[config.mk]
export PLATFORM = sky130hd
export DESIGN_NAME = pnm_byte_stream_to_bgrx_pixels_core_flat
export DESIGN_NICKNAME = d
export VERILOG_FILES = /design/src/rtl/core/pnmbgr_pkg.sv /design/src/rtl/core/pnmbgr_in_if.sv /design/src/rtl/core/pnmbgr_out_if.sv /design/src/rtl/core/pnm_byte_stream_to_bgrx_pixels_core.sv /design/src/rtl/core/pnmbgr_dec.sv /design/src/flat_wrapper.sv
export SDC_FILE = /design/constraint.sdc
export NUM_CORES = 1
export LEC_CHECK = 0
export CAP_MARGIN = 20
export CORE_UTILIZATION = 45
export DETAILED_ROUTE_END_ITERATION = 10
export DONT_BUFFER_PORTS = 1
export SETUP_SLACK_MARGIN = 0.5
export SYNTH_ARGS = -nofsm -noshare
export SYNTH_HDL_FRONTEND = slang
export SYNTH_SLANG_ARGS = --single-unit
[constraint.sdc]
create_clock -name clk -period 10.1 [get_ports clk]
set_input_delay 1.01 -clock clk [delete_from_list [all_inputs] [get_ports clk]]
set_output_delay 1.01 -clock clk [all_outputs]
set_load 0.03 [all_outputs]
[src/rtl/core/pnmbgr_pkg.sv]
package pnmbgr_pkg;

  // result kinds
  localparam logic [1:0] KIND_PIXEL     = 2'd0;
  localparam logic [1:0] KIND_HEADER    = 2'd1;
  localparam logic [1:0] KIND_BAD_MAGIC = 2'd2;

  // header characters
  localparam logic [7:0] CH_P    = 8'h50;
  localparam logic [7:0] CH_SIX  = 8'h36;
  localparam logic [7:0] CH_FIVE = 8'h35;
  localparam logic [7:0] CH_HASH = 8'h23;
  localparam logic [7:0] CH_LF   = 8'h0A;
  localparam logic [7:0] CH_ZERO = 8'h30;
  localparam logic [7:0] CH_NINE = 8'h39;

  // one result beat
  typedef struct packed {
    logic [1:0]  result_kind;
    logic [7:0]  blue;
    logic [7:0]  green;
    logic [7:0]  red;
    logic [15:0] image_width;
    logic [15:0] image_height;
    logic        last_pixel;
  } res_t;

endpackage

[src/rtl/core/pnmbgr_in_if.sv]
interface pnmbgr_in_if;
  logic       valid;
  logic       ready;
  logic       start_of_file;
  logic [7:0] data_byte;

  modport source (output valid, output start_of_file, output data_byte, input ready);
  modport sink   (input valid, input start_of_file, input data_byte, output ready);
endinterface

[src/rtl/core/pnmbgr_out_if.sv]
interface pnmbgr_out_if;
  logic        valid;
  logic        ready;
  logic [1:0]  result_kind;
  logic [7:0]  blue;
  logic [7:0]  green;
  logic [7:0]  red;
  logic [15:0] image_width;
  logic [15:0] image_height;
  logic        last_pixel;

  modport source (output valid, output result_kind, output blue, output green, output red,
                  output image_width, output image_height, output last_pixel, input ready);
  modport sink   (input valid, input result_kind, input blue, input green, input red,
                  input image_width, input image_height, input last_pixel, output ready);
endinterface

[src/rtl/core/pnm_byte_stream_to_bgrx_pixels_core.sv]
// Channel  Dir  Payload                                            Beat
// in_bus   in   start_of_file, data_byte                          one file byte
// out_bus  out  result_kind, blue, green, red, image_width,       one result
//               image_height, last_pixel
//
// One byte per cycle sustained while the output is not stalled; each byte waits
// in the input register and its result, if any, is loaded into the output register
// when the byte advances. The parser step between the two registers sets the rate.
// Reset (rst_n low, synchronous) empties both registers and returns the parser
// to waiting for the magic.
// A stalled output holds its beat; the input register still takes a byte while
// the output register is free or being drained, or while the input register is empty.
module pnm_byte_stream_to_bgrx_pixels_core #(
  parameter int DIM_BITS = 16
) (
  input  logic         clk,
  input  logic         rst_n,
  pnmbgr_in_if.sink    in_bus,
  pnmbgr_out_if.source out_bus
);

  logic             in_vld_r;
  logic             in_sof_r;
  logic [7:0]       in_byte_r;
  logic             out_vld_r;
  pnmbgr_pkg::res_t out_res_r;
  logic             advance;
  logic             res_vld;
  pnmbgr_pkg::res_t res;

  // move a byte from the input register through the parser
  assign advance      = in_vld_r && (!out_vld_r || out_bus.ready);
  assign in_bus.ready = !in_vld_r || advance;

  pnmbgr_dec #(
    .DIM_BITS (DIM_BITS)
  ) u_dec (
    .clk     (clk),
    .rst_n   (rst_n),
    .step    (advance),
    .sof     (in_sof_r),
    .byte_in (in_byte_r),
    .res_vld (res_vld),
    .res     (res)
  );

  // capture input beat
  always_ff @(posedge clk) begin
    if (!rst_n) begin
      in_vld_r <= 1'b0;
    end else if (in_bus.ready) begin
      in_vld_r <= in_bus.valid;
    end
  end

  always_ff @(posedge clk) begin
    if (in_bus.valid && in_bus.ready) begin
      in_sof_r  <= in_bus.start_of_file;
      in_byte_r <= in_bus.data_byte;
    end
  end

  // load or drain output beat
  always_ff @(posedge clk) begin
    if (!rst_n) begin
      out_vld_r <= 1'b0;
    end else if (advance) begin
      out_vld_r <= res_vld;
    end else if (out_bus.ready) begin
      out_vld_r <= 1'b0;
    end
  end

  always_ff @(posedge clk) begin
    if (advance && res_vld) begin
      out_res_r <= res;
    end
  end

  assign out_bus.valid        = out_vld_r;
  assign out_bus.result_kind  = out_res_r.result_kind;
  assign out_bus.blue         = out_res_r.blue;
  assign out_bus.green        = out_res_r.green;
  assign out_bus.red          = out_res_r.red;
  assign out_bus.image_width  = out_res_r.image_width;
  assign out_bus.image_height = out_res_r.image_height;
  assign out_bus.last_pixel   = out_res_r.last_pixel;

  // last pixel flag only on pixel beats
  a_last_on_pixel: assert property (@(posedge clk) disable iff (!rst_n)
    out_vld_r && out_res_r.last_pixel |-> out_res_r.result_kind == pnmbgr_pkg::KIND_PIXEL)
    else $error("last_pixel set on a non-pixel result");

  // header and error beats carry no color
  a_no_color: assert property (@(posedge clk) disable iff (!rst_n)
    out_vld_r && out_res_r.result_kind != pnmbgr_pkg::KIND_PIXEL |->
      out_res_r.blue == 8'd0 && out_res_r.green == 8'd0 && out_res_r.red == 8'd0)
    else $error("color on a non-pixel result");

  // bad magic beat carries no dimensions
  a_err_dims: assert property (@(posedge clk) disable iff (!rst_n)
    out_vld_r && out_res_r.result_kind == pnmbgr_pkg::KIND_BAD_MAGIC |->
      out_res_r.image_width == 16'd0 && out_res_r.image_height == 16'd0)
    else $error("dimensions on a bad magic result");

  // a held byte with a blocked output must not advance
  a_hold: assert property (@(posedge clk) disable iff (!rst_n)
    in_vld_r && out_vld_r && !out_bus.ready |=> in_vld_r && $stable(in_byte_r))
    else $error("input register lost a byte under stall");

endmodule

[src/rtl/core/pnmbgr_dec.sv]
module pnmbgr_dec #(
  parameter int DIM_BITS = 16
) (
  input  logic              clk,
  input  logic              rst_n,
  input  logic              step,
  input  logic              sof,
  input  logic [7:0]        byte_in,
  output logic              res_vld,
  output pnmbgr_pkg::res_t  res
);

  localparam int EXT_BITS = DIM_BITS + 16;
  localparam int ACC_BITS = DIM_BITS + 4;
  localparam logic [DIM_BITS-1:0] DIM_MAX = '1;

  typedef enum logic [3:0] {
    PH_MAGIC_P, PH_MAGIC_T, PH_SEEK_EOL, PH_LINE, PH_WIDTH, PH_SEEK_H,
    PH_HEIGHT, PH_SEEK_D, PH_DEPTH, PH_PIXELS, PH_DONE, PH_ERROR
  } phase_t;

  phase_t              phase_r, phase_nxt, phase_cur;
  logic                color_r, color_nxt;
  logic [DIM_BITS-1:0] width_r, width_nxt;
  logic [DIM_BITS-1:0] height_r, height_nxt;
  logic [7:0]          red_r, red_nxt;
  logic [7:0]          green_r, green_nxt;
  logic [1:0]          bip_r, bip_nxt;
  logic [DIM_BITS-1:0] col_r, col_nxt;
  logic [DIM_BITS-1:0] row_r, row_nxt;

  logic                is_digit;
  logic [7:0]          dsub;
  logic [3:0]          dval;
  logic [DIM_BITS:0]   col_inc, row_inc;
  logic                row_end, img_end;
  logic [EXT_BITS-1:0] w_ext, h_ext;

  // decimal accumulate with saturation at the field maximum
  function automatic logic [DIM_BITS-1:0] acc(input logic [DIM_BITS-1:0] v,
                                              input logic [3:0] d);
    logic [ACC_BITS-1:0] ve;
    logic [ACC_BITS-1:0] sum;
    ve  = ACC_BITS'(v);
    sum = (ve << 3) + (ve << 1) + ACC_BITS'(d);
    if (sum > ACC_BITS'(DIM_MAX)) begin
      return DIM_MAX;
    end
    return sum[DIM_BITS-1:0];
  endfunction

  assign is_digit  = byte_in inside {[pnmbgr_pkg::CH_ZERO:pnmbgr_pkg::CH_NINE]};
  assign dsub      = byte_in - pnmbgr_pkg::CH_ZERO;
  assign dval      = dsub[3:0];
  assign phase_cur = sof ? PH_MAGIC_P : phase_r;

  // position in the image
  assign col_inc = {1'b0, col_r} + 1'b1;
  assign row_inc = {1'b0, row_r} + 1'b1;
  assign row_end = col_inc >= {1'b0, width_r};
  assign img_end = row_end && (row_inc >= {1'b0, height_r});

  assign w_ext = EXT_BITS'(width_r);
  assign h_ext = EXT_BITS'(height_r);

  // step the parser on one byte
  always_comb begin
    phase_nxt  = phase_cur;
    color_nxt  = sof ? 1'b0 : color_r;
    width_nxt  = sof ? '0 : width_r;
    height_nxt = sof ? '0 : height_r;
    red_nxt    = sof ? '0 : red_r;
    green_nxt  = sof ? '0 : green_r;
    bip_nxt    = sof ? '0 : bip_r;
    col_nxt    = sof ? '0 : col_r;
    row_nxt    = sof ? '0 : row_r;

    res_vld          = 1'b0;
    res.result_kind  = pnmbgr_pkg::KIND_PIXEL;
    res.blue         = '0;
    res.green        = '0;
    res.red          = '0;
    res.image_width  = w_ext[15:0];
    res.image_height = h_ext[15:0];
    res.last_pixel   = 1'b0;

    case (phase_cur)
      PH_MAGIC_P: begin
        if (byte_in == pnmbgr_pkg::CH_P) begin
          phase_nxt = PH_MAGIC_T;
        end else begin
          phase_nxt = PH_ERROR;
          res_vld   = 1'b1;
        end
      end
      PH_MAGIC_T: begin
        if (byte_in inside {pnmbgr_pkg::CH_SIX, pnmbgr_pkg::CH_FIVE}) begin
          color_nxt = (byte_in == pnmbgr_pkg::CH_SIX);
          phase_nxt = PH_SEEK_EOL;
        end else begin
          phase_nxt = PH_ERROR;
          res_vld   = 1'b1;
        end
      end
      PH_SEEK_EOL: begin
        if (byte_in == pnmbgr_pkg::CH_LF) begin
          phase_nxt = PH_LINE;
        end
      end
      PH_LINE: begin
        if (byte_in == pnmbgr_pkg::CH_HASH) begin
          phase_nxt = PH_SEEK_EOL;
        end else if (is_digit) begin
          width_nxt = DIM_BITS'(dval);
          phase_nxt = PH_WIDTH;
        end else begin
          width_nxt = '0;
          phase_nxt = PH_SEEK_H;
        end
      end
      PH_WIDTH: begin
        if (is_digit) begin
          width_nxt = acc(width_r, dval);
        end else begin
          phase_nxt = PH_SEEK_H;
        end
      end
      PH_SEEK_H: begin
        if (is_digit) begin
          height_nxt = DIM_BITS'(dval);
          phase_nxt  = PH_HEIGHT;
        end
      end
      PH_HEIGHT: begin
        if (is_digit) begin
          height_nxt = acc(height_r, dval);
        end else begin
          phase_nxt = PH_SEEK_D;
        end
      end
      PH_SEEK_D: begin
        if (is_digit) begin
          phase_nxt = PH_DEPTH;
        end
      end
      PH_DEPTH: begin
        if (byte_in == pnmbgr_pkg::CH_LF) begin
          col_nxt         = '0;
          row_nxt         = '0;
          bip_nxt         = '0;
          phase_nxt       = (width_r == '0 || height_r == '0) ? PH_DONE : PH_PIXELS;
          res_vld         = 1'b1;
          res.result_kind = pnmbgr_pkg::KIND_HEADER;
        end
      end
      PH_PIXELS: begin
        if (!color_r || bip_r == 2'd2) begin
          // emit one pixel
          res_vld        = 1'b1;
          res.blue       = byte_in;
          res.green      = color_r ? green_r : byte_in;
          res.red        = color_r ? red_r : byte_in;
          res.last_pixel = img_end;
          bip_nxt        = '0;
          if (img_end) begin
            phase_nxt = PH_DONE;
          end else if (row_end) begin
            col_nxt = '0;
            row_nxt = row_inc[DIM_BITS-1:0];
          end else begin
            col_nxt = col_inc[DIM_BITS-1:0];
          end
        end else if (bip_r == 2'd0) begin
          red_nxt = byte_in;
          bip_nxt = 2'd1;
        end else begin
          green_nxt = byte_in;
          bip_nxt   = 2'd2;
        end
      end
      default: begin
      end
    endcase

    // bad magic carries no dimensions
    if (res.result_kind == pnmbgr_pkg::KIND_PIXEL && res_vld && phase_nxt == PH_ERROR) begin
      res.result_kind  = pnmbgr_pkg::KIND_BAD_MAGIC;
      res.image_width  = '0;
      res.image_height = '0;
    end
  end

  // hold parser state
  always_ff @(posedge clk) begin
    if (!rst_n) begin
      phase_r  <= PH_MAGIC_P;
      color_r  <= 1'b0;
      width_r  <= '0;
      height_r <= '0;
      red_r    <= '0;
      green_r  <= '0;
      bip_r    <= '0;
      col_r    <= '0;
      row_r    <= '0;
    end else if (step) begin
      phase_r  <= phase_nxt;
      color_r  <= color_nxt;
      width_r  <= width_nxt;
      height_r <= height_nxt;
      red_r    <= red_nxt;
      green_r  <= green_nxt;
      bip_r    <= bip_nxt;
      col_r    <= col_nxt;
      row_r    <= row_nxt;
    end
  end

endmodule

[src/flat_wrapper.sv]
// flat-port wrapper written by rule: the top's interface ports become plain ports
module pnm_byte_stream_to_bgrx_pixels_core_flat 
#(
  parameter int DIM_BITS = 16
)
  (clk, rst_n, in_bus_valid, in_bus_start_of_file, in_bus_data_byte, in_bus_ready, out_bus_valid, out_bus_result_kind, out_bus_blue, out_bus_green, out_bus_red, out_bus_image_width, out_bus_image_height, out_bus_last_pixel, out_bus_ready);
  pnmbgr_in_if in_bus_i ();
  pnmbgr_out_if out_bus_i ();
  input  logic clk;
  input  logic rst_n;
  input wire logic [$bits(in_bus_i.valid)-1:0] in_bus_valid;
  input wire logic [$bits(in_bus_i.start_of_file)-1:0] in_bus_start_of_file;
  input wire logic [$bits(in_bus_i.data_byte)-1:0] in_bus_data_byte;
  output wire logic [$bits(in_bus_i.ready)-1:0] in_bus_ready;
  output wire logic [$bits(out_bus_i.valid)-1:0] out_bus_valid;
  output wire logic [$bits(out_bus_i.result_kind)-1:0] out_bus_result_kind;
  output wire logic [$bits(out_bus_i.blue)-1:0] out_bus_blue;
  output wire logic [$bits(out_bus_i.green)-1:0] out_bus_green;
  output wire logic [$bits(out_bus_i.red)-1:0] out_bus_red;
  output wire logic [$bits(out_bus_i.image_width)-1:0] out_bus_image_width;
  output wire logic [$bits(out_bus_i.image_height)-1:0] out_bus_image_height;
  output wire logic [$bits(out_bus_i.last_pixel)-1:0] out_bus_last_pixel;
  input wire logic [$bits(out_bus_i.ready)-1:0] out_bus_ready;
  assign in_bus_i.valid = in_bus_valid;
  assign in_bus_i.start_of_file = in_bus_start_of_file;
  assign in_bus_i.data_byte = in_bus_data_byte;
  assign in_bus_ready = in_bus_i.ready;
  assign out_bus_valid = out_bus_i.valid;
  assign out_bus_result_kind = out_bus_i.result_kind;
  assign out_bus_blue = out_bus_i.blue;
  assign out_bus_green = out_bus_i.green;
  assign out_bus_red = out_bus_i.red;
  assign out_bus_image_width = out_bus_i.image_width;
  assign out_bus_image_height = out_bus_i.image_height;
  assign out_bus_last_pixel = out_bus_i.last_pixel;
  assign out_bus_i.ready = out_bus_ready;
  pnm_byte_stream_to_bgrx_pixels_core #(.DIM_BITS(DIM_BITS)) u_core (.clk(clk), .rst_n(rst_n), .in_bus(in_bus_i), .out_bus(out_bus_i));
endmodule
==> run_results.csv, run 1 <==
group,metric,value,unit
run_status,outcome,"complete, but fails checks",
run_status,violations_in_the_final_reports,"DRC",
logic_synthesis,synthesis.area,10200,um^2
layout,final_layout_size_suffix_gt1_share,5.15,%
floorplanning,rows,54,
logic_synthesis,synth_area_in_xor_xnor,3.70,%
power,switching_share,25.9,%
logic_synthesis,synth.net_count,1273,
setup_path,crit_start,"u_core.u_dec.col_r[0]",
clocking,tritoncts,"done",
floorplanning,die-height,152,um
logic_synthesis,yosys_warnings,0,
layout,num-fill-cells,2094,
logic_synthesis,synth_compound_area_share,21.4,%
grt,globalRouteOverflowTotal,0,
detailed_routing,routedWlPerCell,18.7,um
detailed_routing,routed_wl,26.6,mm
detailed_routing,remaining_drc_errors,5,
logic_synthesis,synthDominantCellAreaShare,20.1,%
power,report.power.total,1.40,mW
placement,numPortBuffers,0,
logic_synthesis,postSynth.asyncResetShare,0,%
layout,antenna_cells,0,
min_path,kind_of_path_behind_the_tightest_hold_check,"flop to flop",
clocking,clk-insertion-delay-late,430,ps
logic_synthesis,post_synth_num_cell_types,76,
setup_path,r2r_setup_slack,5840,ps
logic_synthesis,netlist_instances,1160,
setup_path,critPathCapture,"u_core.u_dec.row_r[4]",
sta,fmax,0.235,GHz
grt,grt_max_degree,43,
sta,final_report_max_slew_violation_count,0,
clocking,tritoncts_num_sinks,157,
setup_path,ff2ff_path_depth,15,
logic_synthesis,synth-main-ff-cell,"sky130_fd_sc_hd__dfxtp_1",
power,power_leakage,4.36,nW
setup_path,crit_path_max_fanout,16,
sta,maxSlewHeadroom,26.4,%
clocking,post_cts_resized,0,
clocking,cts_buffer_depth,2,
clocking,clock_transition_at_path_regs,70,ps
sta,clock-skew-final,10.2,ps
floorplanning,placeableCoreArea,22000,um^2
detailed_routing,first_pass_iters,10,
logic_synthesis,synth.mux.area_fraction,1.08,%
power,internal_power,1.04,mW
setup_path,critPathKind,"flop to flop",
power,p_sw,362,uW
sta,timing.final.crit_period,4260,ps
logic_synthesis,count_of_state_elements_after_synthesis,157,
sta,timing.final.crit_share,42.2,%
sta,report.final.setup_viol,0,
power,power_density,128,nW/um^2
floorplanning,die_w,152,um
logic_synthesis,ys_seq_area_share,37.5,%
detailed_routing,detailedRoute.firstIterationViolations,632,
logic_synthesis,yosys.area.top_type,"sky130_fd_sc_hd__edfxtp_1",
power,clock_power_share,44.8,%
setup_path,timing.rr.start,"u_core.u_dec.col_r[0]",
setup_path,cp.required,10390,ps
logic_synthesis,synth_top_family_by_area,"compound AO/OA/AOI/OAI gates",
sta,final_sum_of_negative_setup_slack,0,ps
grt,grt_antenna_before_repair,0,
setup_path,critPathCaptureType,"flop",
placement,place_congestion,0.879,
clocking,cts_inserted_buffers,17,
sta,grt_setup_unrepaired,"false",
sta,worst-slew-pin-transition,1100,ps
grt,first_global_vias,8108,
setup_path,crit_path_start_kind,"flop",
power,vdd_drop_max,0.108,mV
clocking,cts_post_setup_buffers_inserted,0,
layout,finish.net_count,1246,
placement,dp_hpwl,19.2,mm
logic_synthesis,synth_adder_area_share,12.6,%
layout,mostFrequentLayoutCell,"sky130_fd_sc_hd__a21oi_1",
floorplanning,die_area,23200,um^2
grt,grt.total_usage,23.4,%
setup_path,timing.rr.end,"u_core.u_dec.row_r[4]",
power,power.combinational.fraction,4.0,%
clocking,cts-hold-fix-buffers,0,
clocking,cts.htree.levels,4,
sta,number_of_hold_slack_violations_in_the_final_timing_report,0,
power,power_frac_seq,51.2,%
sta,timing.hold.ws,474,ps
floorplanning,design.portCount,74,
floorplanning,initial_utilization,46.2,%
flow_run,maxCapViolations,0,
logic_synthesis,synth_enable_flop_cells,68,
detailed_routing,via_per_inst,5.99,
layout,area_growth_syn_to_layout,7.65,%
clocking,root_buffer,"sky130_fd_sc_hd__clkbuf_16",
logic_synthesis,synth_simple_gate_area_share,19.5,%
layout,top_library_cells_by_usage_in_the_layout_fill_and_taps_aside,"sky130_fd_sc_hd__a21oi_1, sky130_fd_sc_hd__nand2_1, sky130_fd_sc_hd__nor2_1, sky130_fd_sc_hd__ha_1, sky130_fd_sc_hd__dfxtp_1",
detailed_routing,vias,8539,
logic_synthesis,mapped_avg_cell_area,8.78,um^2
setup_path,crit_arrival,4550,ps
logic_synthesis,netlist_top_cells_area,"sky130_fd_sc_hd__edfxtp_1, sky130_fd_sc_hd__dfxtp_1, sky130_fd_sc_hd__ha_1",
grt,grt_pass1_wl,43.4,mm
detailed_routing,ant_nets,0,
## routing by layer
layer  global-route usage [%]  wire, um  vias to the layer above
met5                        0         0                        -
met4                     7.70       517                        0
met3                     4.72      1560                       41
met2                     37.3     12200                      279
met1                     31.8     12300                     4002
li1                         -         -                     4217
## kinds of logic (layout without fill, tap and decap cells)
kind of cell	count (synthesis)	after routing
compound gates	335	335
buf+inv	111	97
flops	157	157
mux	11	11
fa+ha+maj	100	100
xor+xnor	43	43
simple gates	403	403
## final cells by class
type	count	area, um^2	share of cell area [%]
flip-flops and latches	157	3820	34.9
inverters	57	214	1.95
multi-input cells	892	5940	54.2
clock buffers	19	433	3.95
well taps	280	350	3.20
repair buffers	8	67.6	0.616
clock inverters	13	133	1.21
## synthesized netlist by cell type (all sizes together), types with 4 or more instances
library cell,instances
a21oi,116
nand2,113
nor2,99
ha,96
dfxtp,89
edfxtp,68
o21ai,65
inv,56
clkbuf,47
nand3,36
xnor2,31
nand2b,26
a21o,21
nand4,21
nor3,21
and2,19
a311oi,14
nor2b,14
a211oi,12
nor4,12
xor2,12
mux2i,11
o21a,11
and3,9
o41ai,9
a31oi,8
o31ai,8
or2,8
a22o,7
buf,7
o211ai,7
or3,7
a211o,6
o21bai,6
o22ai,6
nor3b,5
a2111oi,4
a22oi,4
fa,4
## worst min path at each step
stage | endpoint | cells past startpoint | slack, ps | start
CTS | u_core.u_dec.red_r[2] | 2 | 470 | u_core.u_dec.red_r[2]
global placement | u_core.u_dec.red_r[0] | 2 | 450 | u_core.u_dec.red_r[0]
global route | u_core.u_dec.col_r[15] | 1 | 490 | u_core.u_dec.col_r[15]
finish | u_core.u_dec.red_r[5] | 2 | 470 | u_core.u_dec.red_r[5]
detailed placement | u_core.u_dec.red_r[2] | 2 | 460 | u_core.u_dec.red_r[2]
floorplan | u_core.u_dec.red_r[0] | 2 | 450 | u_core.u_dec.red_r[0]
## power groups by stage
stage | logic, mW | clock network (mW) | registers, mW
after global placement | 0.0550 | 0 | 0.731
after CTS | 0.0554 | 0.637 | 0.717
after detailed placement | 0.0551 | 0 | 0.731
final | 0.0559 | 0.626 | 0.717
after global routing | 0.0612 | 0.664 | 0.719
after floorplan | 0.0468 | 0 | 0.722
## registers in the layout, summed over array words and instances, names as in the netlist, 16 cells and up
| register | count |
|---|---|
| u_core.u_dec.width_r | 16 |
| u_core.u_dec.row_r | 16 |
| u_core.u_dec.col_r | 16 |
| u_core.out_bus.image_width | 16 |
| u_core.u_dec.height_r | 16 |
| u_core.out_bus.image_height | 16 |
## metrics by stage
stage | worst slack (ps) | std cells | utilization (%) | area [um^2]
floorplan | 5270 | 1160 | - | 10200
global placement | 5920 | 1393 | 47.1 | 10400
detailed placement | 5850 | 1393 | 47.1 | 10400
CTS | 5820 | 1425 | 49.7 | 10900
global route | 5430 | 1426 | 49.8 | 11000
finish | 5840 | 1426 | 49.8 | 11000
## critical path, stage by stage, from the launching register on
cell and delay, ps:
sky130_fd_sc_hd__dfxtp_1 410, sky130_fd_sc_hd__ha_1 260, sky130_fd_sc_hd__nand3_2 170, sky130_fd_sc_hd__nor3_2 320
sky130_fd_sc_hd__and2_4 200, sky130_fd_sc_hd__nand4_1 110, sky130_fd_sc_hd__xnor2_1 170, sky130_fd_sc_hd__ha_1 320
sky130_fd_sc_hd__o21a_1 130, sky130_fd_sc_hd__o21ai_1 90, sky130_fd_sc_hd__or2_2 280, sky130_fd_sc_hd__o22ai_1 320
sky130_fd_sc_hd__o31ai_1 210, sky130_fd_sc_hd__or3_1 380, sky130_fd_sc_hd__a21oi_2 570, sky130_fd_sc_hd__o21ai_0 190
(Power assumes the default switching activity.)
==> run 2, diff against run 1 <==
Settings changed: ABC_AREA set to 1.
Clock period 10.1 ns to 3.4 ns, I/O delays scaled along.
==> run_results.csv, run 2 <==
group,metric,value,unit
run_status,outcome,"finished clean",
setup_path,timing.critical_path.cells,"nand3_4 -> nor2_4 -> inv_2 -> nor2_4 -> nand2_2 -> nor3_2 -> xor2_1 -> ha_1 -> nand2_1 -> nor2_1 -> nand3_1 -> nor2_1 -> nor2_1 -> nand2_1 -> nor2_2 -> nand2_4 -> buf_12 -> nand2_8 -> nand2_8 -> nand2_2 -> nand2_1 -> nand2_1 -> a21oi_2",
sta,clock-skew-final,14.6,ps
power,p_sw,2.03,mW
logic_synthesis,netlist_top_cells_area,"sky130_fd_sc_hd__edfxtp_1, sky130_fd_sc_hd__dfxtp_1, sky130_fd_sc_hd__nand2_1",
logic_synthesis,count_of_state_elements_after_synthesis,157,
clocking,tritoncts_num_sinks,157,
setup_path,critPathCaptureType,"flop",
placement,numPortBuffers,0,
setup_path,crit_arrival,3320,ps
floorplanning,die_w,164,um
layout,area_growth_syn_to_layout,23.1,%
clocking,cts_buffer_depth,2,
floorplanning,rows,59,
detailed_routing,detailedRoute.firstIterationViolations,1023,
power,internal_power,3.67,mW
setup_path,timing.rr.end,"u_core.u_dec.col_r[15]",
logic_synthesis,netlist_instances,1724,
placement,placedInstanceArea,12200,um^2
layout,mostFrequentLayoutCell,"sky130_fd_sc_hd__nand2_1",
grt,first_global_vias,11000,
sta,timing.final.crit_share,89.0,%
placement,place_congestion,0.920,
layout,num-fill-cells,2439,
setup_path,ff2ff_path_depth,23,
logic_synthesis,synthesis.area,11900,um^2
grt,grt_antenna_before_repair,0,
layout,multi_input_comb_area,7980,um^2
setup_path,crit_path_frequent_cell,"sky130_fd_sc_hd__nand2_1",
grt,globalRouteMet2Util,44.0,%
sta,final_sum_of_negative_setup_slack,0,ps
detailed_routing,via_per_inst,5.52,
layout,instances_no_fill,2144,
sta,final_report_max_slew_violation_count,0,
layout,final_layout_size_suffix_gt1_share,21.5,%
grt,globalRouteOverflowTotal,0,
setup_path,cp.required,3700,ps
power,report.power.total,5.70,mW
clocking,clock_transition_at_path_regs,70,ps
setup_path,critPathCapture,"u_core.u_dec.col_r[15]",
clocking,tritoncts,"done",
floorplanning,initial_utilization,45.7,%
logic_synthesis,mapped_avg_cell_area,6.88,um^2
power,power_density,390,nW/um^2
floorplanning,placeableCoreArea,26000,um^2
setup_path,crit_start,"u_core.u_dec.col_r[1]",
sta,maxSlewHeadroom,32.9,%
power,vdd_drop_max,0.369,mV
logic_synthesis,synth_enable_flop_cells,68,
logic_synthesis,yosys.cell_count.top_type,"sky130_fd_sc_hd__nand2_1",
setup_path,critical_path_cell_count,23,
detailed_routing,routedWlPerCell,17.2,um
clocking,root_buffer,"sky130_fd_sc_hd__clkbuf_16",
floorplanning,die-height,164,um
logic_synthesis,post_synth_num_cell_types,45,
setup_path,r2r_setup_slack,370,ps
sta,report.final.setup_viol,0,
setup_path,timing.rr.start,"u_core.u_dec.col_r[1]",
grt,grt_pass1_wl,57.0,mm
floorplanning,design.portCount,74,
detailed_routing,remaining_drc_errors,0,
sta,fmax,0.330,GHz
sta,layout_setup_ws,374,ps
layout,final_core_density,56.2,%
setup_path,worst_path_max_delay_cell,"sky130_fd_sc_hd__dfxtp_4",
layout,antenna_cells,0,
setup_path,critPathKind,"flop to flop",
clocking,cts.htree.levels,4,
flow_run,maxCapViolations,0,
clocking,clk-insertion-delay-late,450,ps
grt,globalRouteMet1Util,35.7,%
detailed_routing,vias,11800,
placement,place_worst_setup_slack,-118,ps
logic_synthesis,ys_seq_area_share,32.2,%
sta,grt_setup_unrepaired,"true",
setup_path,crit_family,"simple AND/OR/NAND/NOR gates",
layout,seqCellArea,3870,um^2
grt,grtUsageMet3,4.34,%
power,power_frac_seq,39.7,%
logic_synthesis,postSynth.asyncResetShare,0,%
layout,final_area,14600,um^2
clocking,cts_inserted_buffers,17,
power,clock_power_share,34.4,%
detailed_routing,ant_nets,0,
placement,dp_hpwl,24.1,mm
power,power.combinational.fraction,25.9,%
logic_synthesis,yosys.area.top_type,"sky130_fd_sc_hd__edfxtp_1",
sta,timing.final.crit_period,3030,ps
layout,top_library_cells_by_usage_in_the_layout_fill_and_taps_aside,"sky130_fd_sc_hd__nand2_1, sky130_fd_sc_hd__nor2_1, sky130_fd_sc_hd__inv_1, sky130_fd_sc_hd__a21oi_1, sky130_fd_sc_hd__buf_4",
sta,worst-slew-pin-transition,1000,ps
logic_synthesis,synth.net_count,1837,
logic_synthesis,yosys_warnings,0,
detailed_routing,routed_wl,36.9,mm
logic_synthesis,synthDominantCellAreaShare,17.2,%
setup_path,number_of_buffers_and_inverters_on_the_critical_path,2,
setup_path,crit_path_max_fanout,7,
floorplanning,die_area,27000,um^2
sta,timing.hold.ws,34.1,ps
min_path,kind_of_path_behind_the_tightest_hold_check,"input pin to flop",
placement,placed_cell_count,2026,
layout,finish.net_count,1909,
sta,number_of_hold_slack_violations_in_the_final_timing_report,0,
detailed_routing,first_pass_iters,5,
logic_synthesis,netlist_top_cells_count,"sky130_fd_sc_hd__nand2_1, sky130_fd_sc_hd__nor2_1, sky130_fd_sc_hd__inv_1",
grt,grt_max_degree,60,
setup_path,cpPeakStageDelay,390,ps
power,switching_share,35.6,%
power,power_leakage,6.50,nW
grt,grt.total_usage,26.7,%
logic_synthesis,synth-main-ff-cell,"sky130_fd_sc_hd__dfxtp_1",
grt,gr-max-usage-layer,"met2",
setup_path,crit_path_start_kind,"flop",
==> run 2: what timing repair did <==
item,in CTS,in global routing
endpoints found under the hold margin,9,0
setup buffers,39,31
endpoints found under the setup margin,126,123
hold buffers,9,0
gates resized for setup,93,196
gates cloned,4,3
pin swaps,40,87
==> run 2: kinds of logic (layout without fill, tap and decap cells) <==
family	after synthesis	in the layout	share of synthesized area [%]
buffers and inverters	273	354	9.34
AOI/OAI and AO/OA	327	327	14.7
DFF	157	157	32.2
adders and majority gates	100	100	10.8
xor gates and xnor gates	49	49	3.62
and+or+nand+nor	818	822	29.3
==> run 2: worst reg2reg max path, stage by stage, from the launching register on <==
cell and delay [ps]:
sky130_fd_sc_hd__dfxtp_4 390, sky130_fd_sc_hd__nand3_4 90, sky130_fd_sc_hd__nor2_4 110, sky130_fd_sc_hd__inv_2 70, sky130_fd_sc_hd__nor2_4 100, sky130_fd_sc_hd__nand2_2 70
sky130_fd_sc_hd__nor3_2 140, sky130_fd_sc_hd__xor2_1 300, sky130_fd_sc_hd__ha_1 310, sky130_fd_sc_hd__nand2_1 70, sky130_fd_sc_hd__nor2_1 40, sky130_fd_sc_hd__nand3_1 60
sky130_fd_sc_hd__nor2_1 50, sky130_fd_sc_hd__nor2_1 140, sky130_fd_sc_hd__nand2_1 90, sky130_fd_sc_hd__nor2_2 160, sky130_fd_sc_hd__nand2_4 80, sky130_fd_sc_hd__buf_12 160
sky130_fd_sc_hd__nand2_8 100, sky130_fd_sc_hd__nand2_8 90, sky130_fd_sc_hd__nand2_2 110, sky130_fd_sc_hd__nand2_1 50, sky130_fd_sc_hd__nand2_1 60, sky130_fd_sc_hd__a21oi_2 50
==> run 2: power by group through the flow <==
stage          combinational, mW  clock, mW  sequential (mW)
6_report                    1.47       1.96             2.26
2_1_floorplan              0.823          0             2.27
3_3_place_gp                1.05          0             2.30
5_1_grt                     1.61       2.05             2.28
4_1_cts                     1.25       1.97             2.26
3_5_place_dp                1.05          0             2.30
==> run 2: layout make-up <==
type,instances,share of cell area (%)
inverters,207,5.36
multi-input cells,1298,54.6
flip-flops and latches,157,26.5
clock inverters,14,1.04
well taps,335,2.87
clock buffers,18,2.94
repair buffers,115,6.64
==> run 2: per-layer routing <==
layer	vias up	share of wire (%)
met3	61	6.3
met2	407	47
li1	5845	-
met4	0	2.6
met5	-	0
met1	5524	45
==> run 2: how the worst min path moves through the flow <==
stage / startpoint / to / slack [ps] / depth (start not counted)
floorplan: in_bus_data_byte[0] / u_core.in_byte_r[0] / 440 / 0
finish: rst_n / u_core.u_dec.width_r[5] / 30 / 2
detailed placement: in_bus_data_byte[6] / u_core.in_byte_r[6] / 440 / 0
CTS: rst_n / u_core.u_dec.width_r[5] / 30 / 2
global route: rst_n / u_core.u_dec.width_r[15] / 30 / 2
global placement: in_bus_data_byte[1] / u_core.in_byte_r[1] / 440 / 0
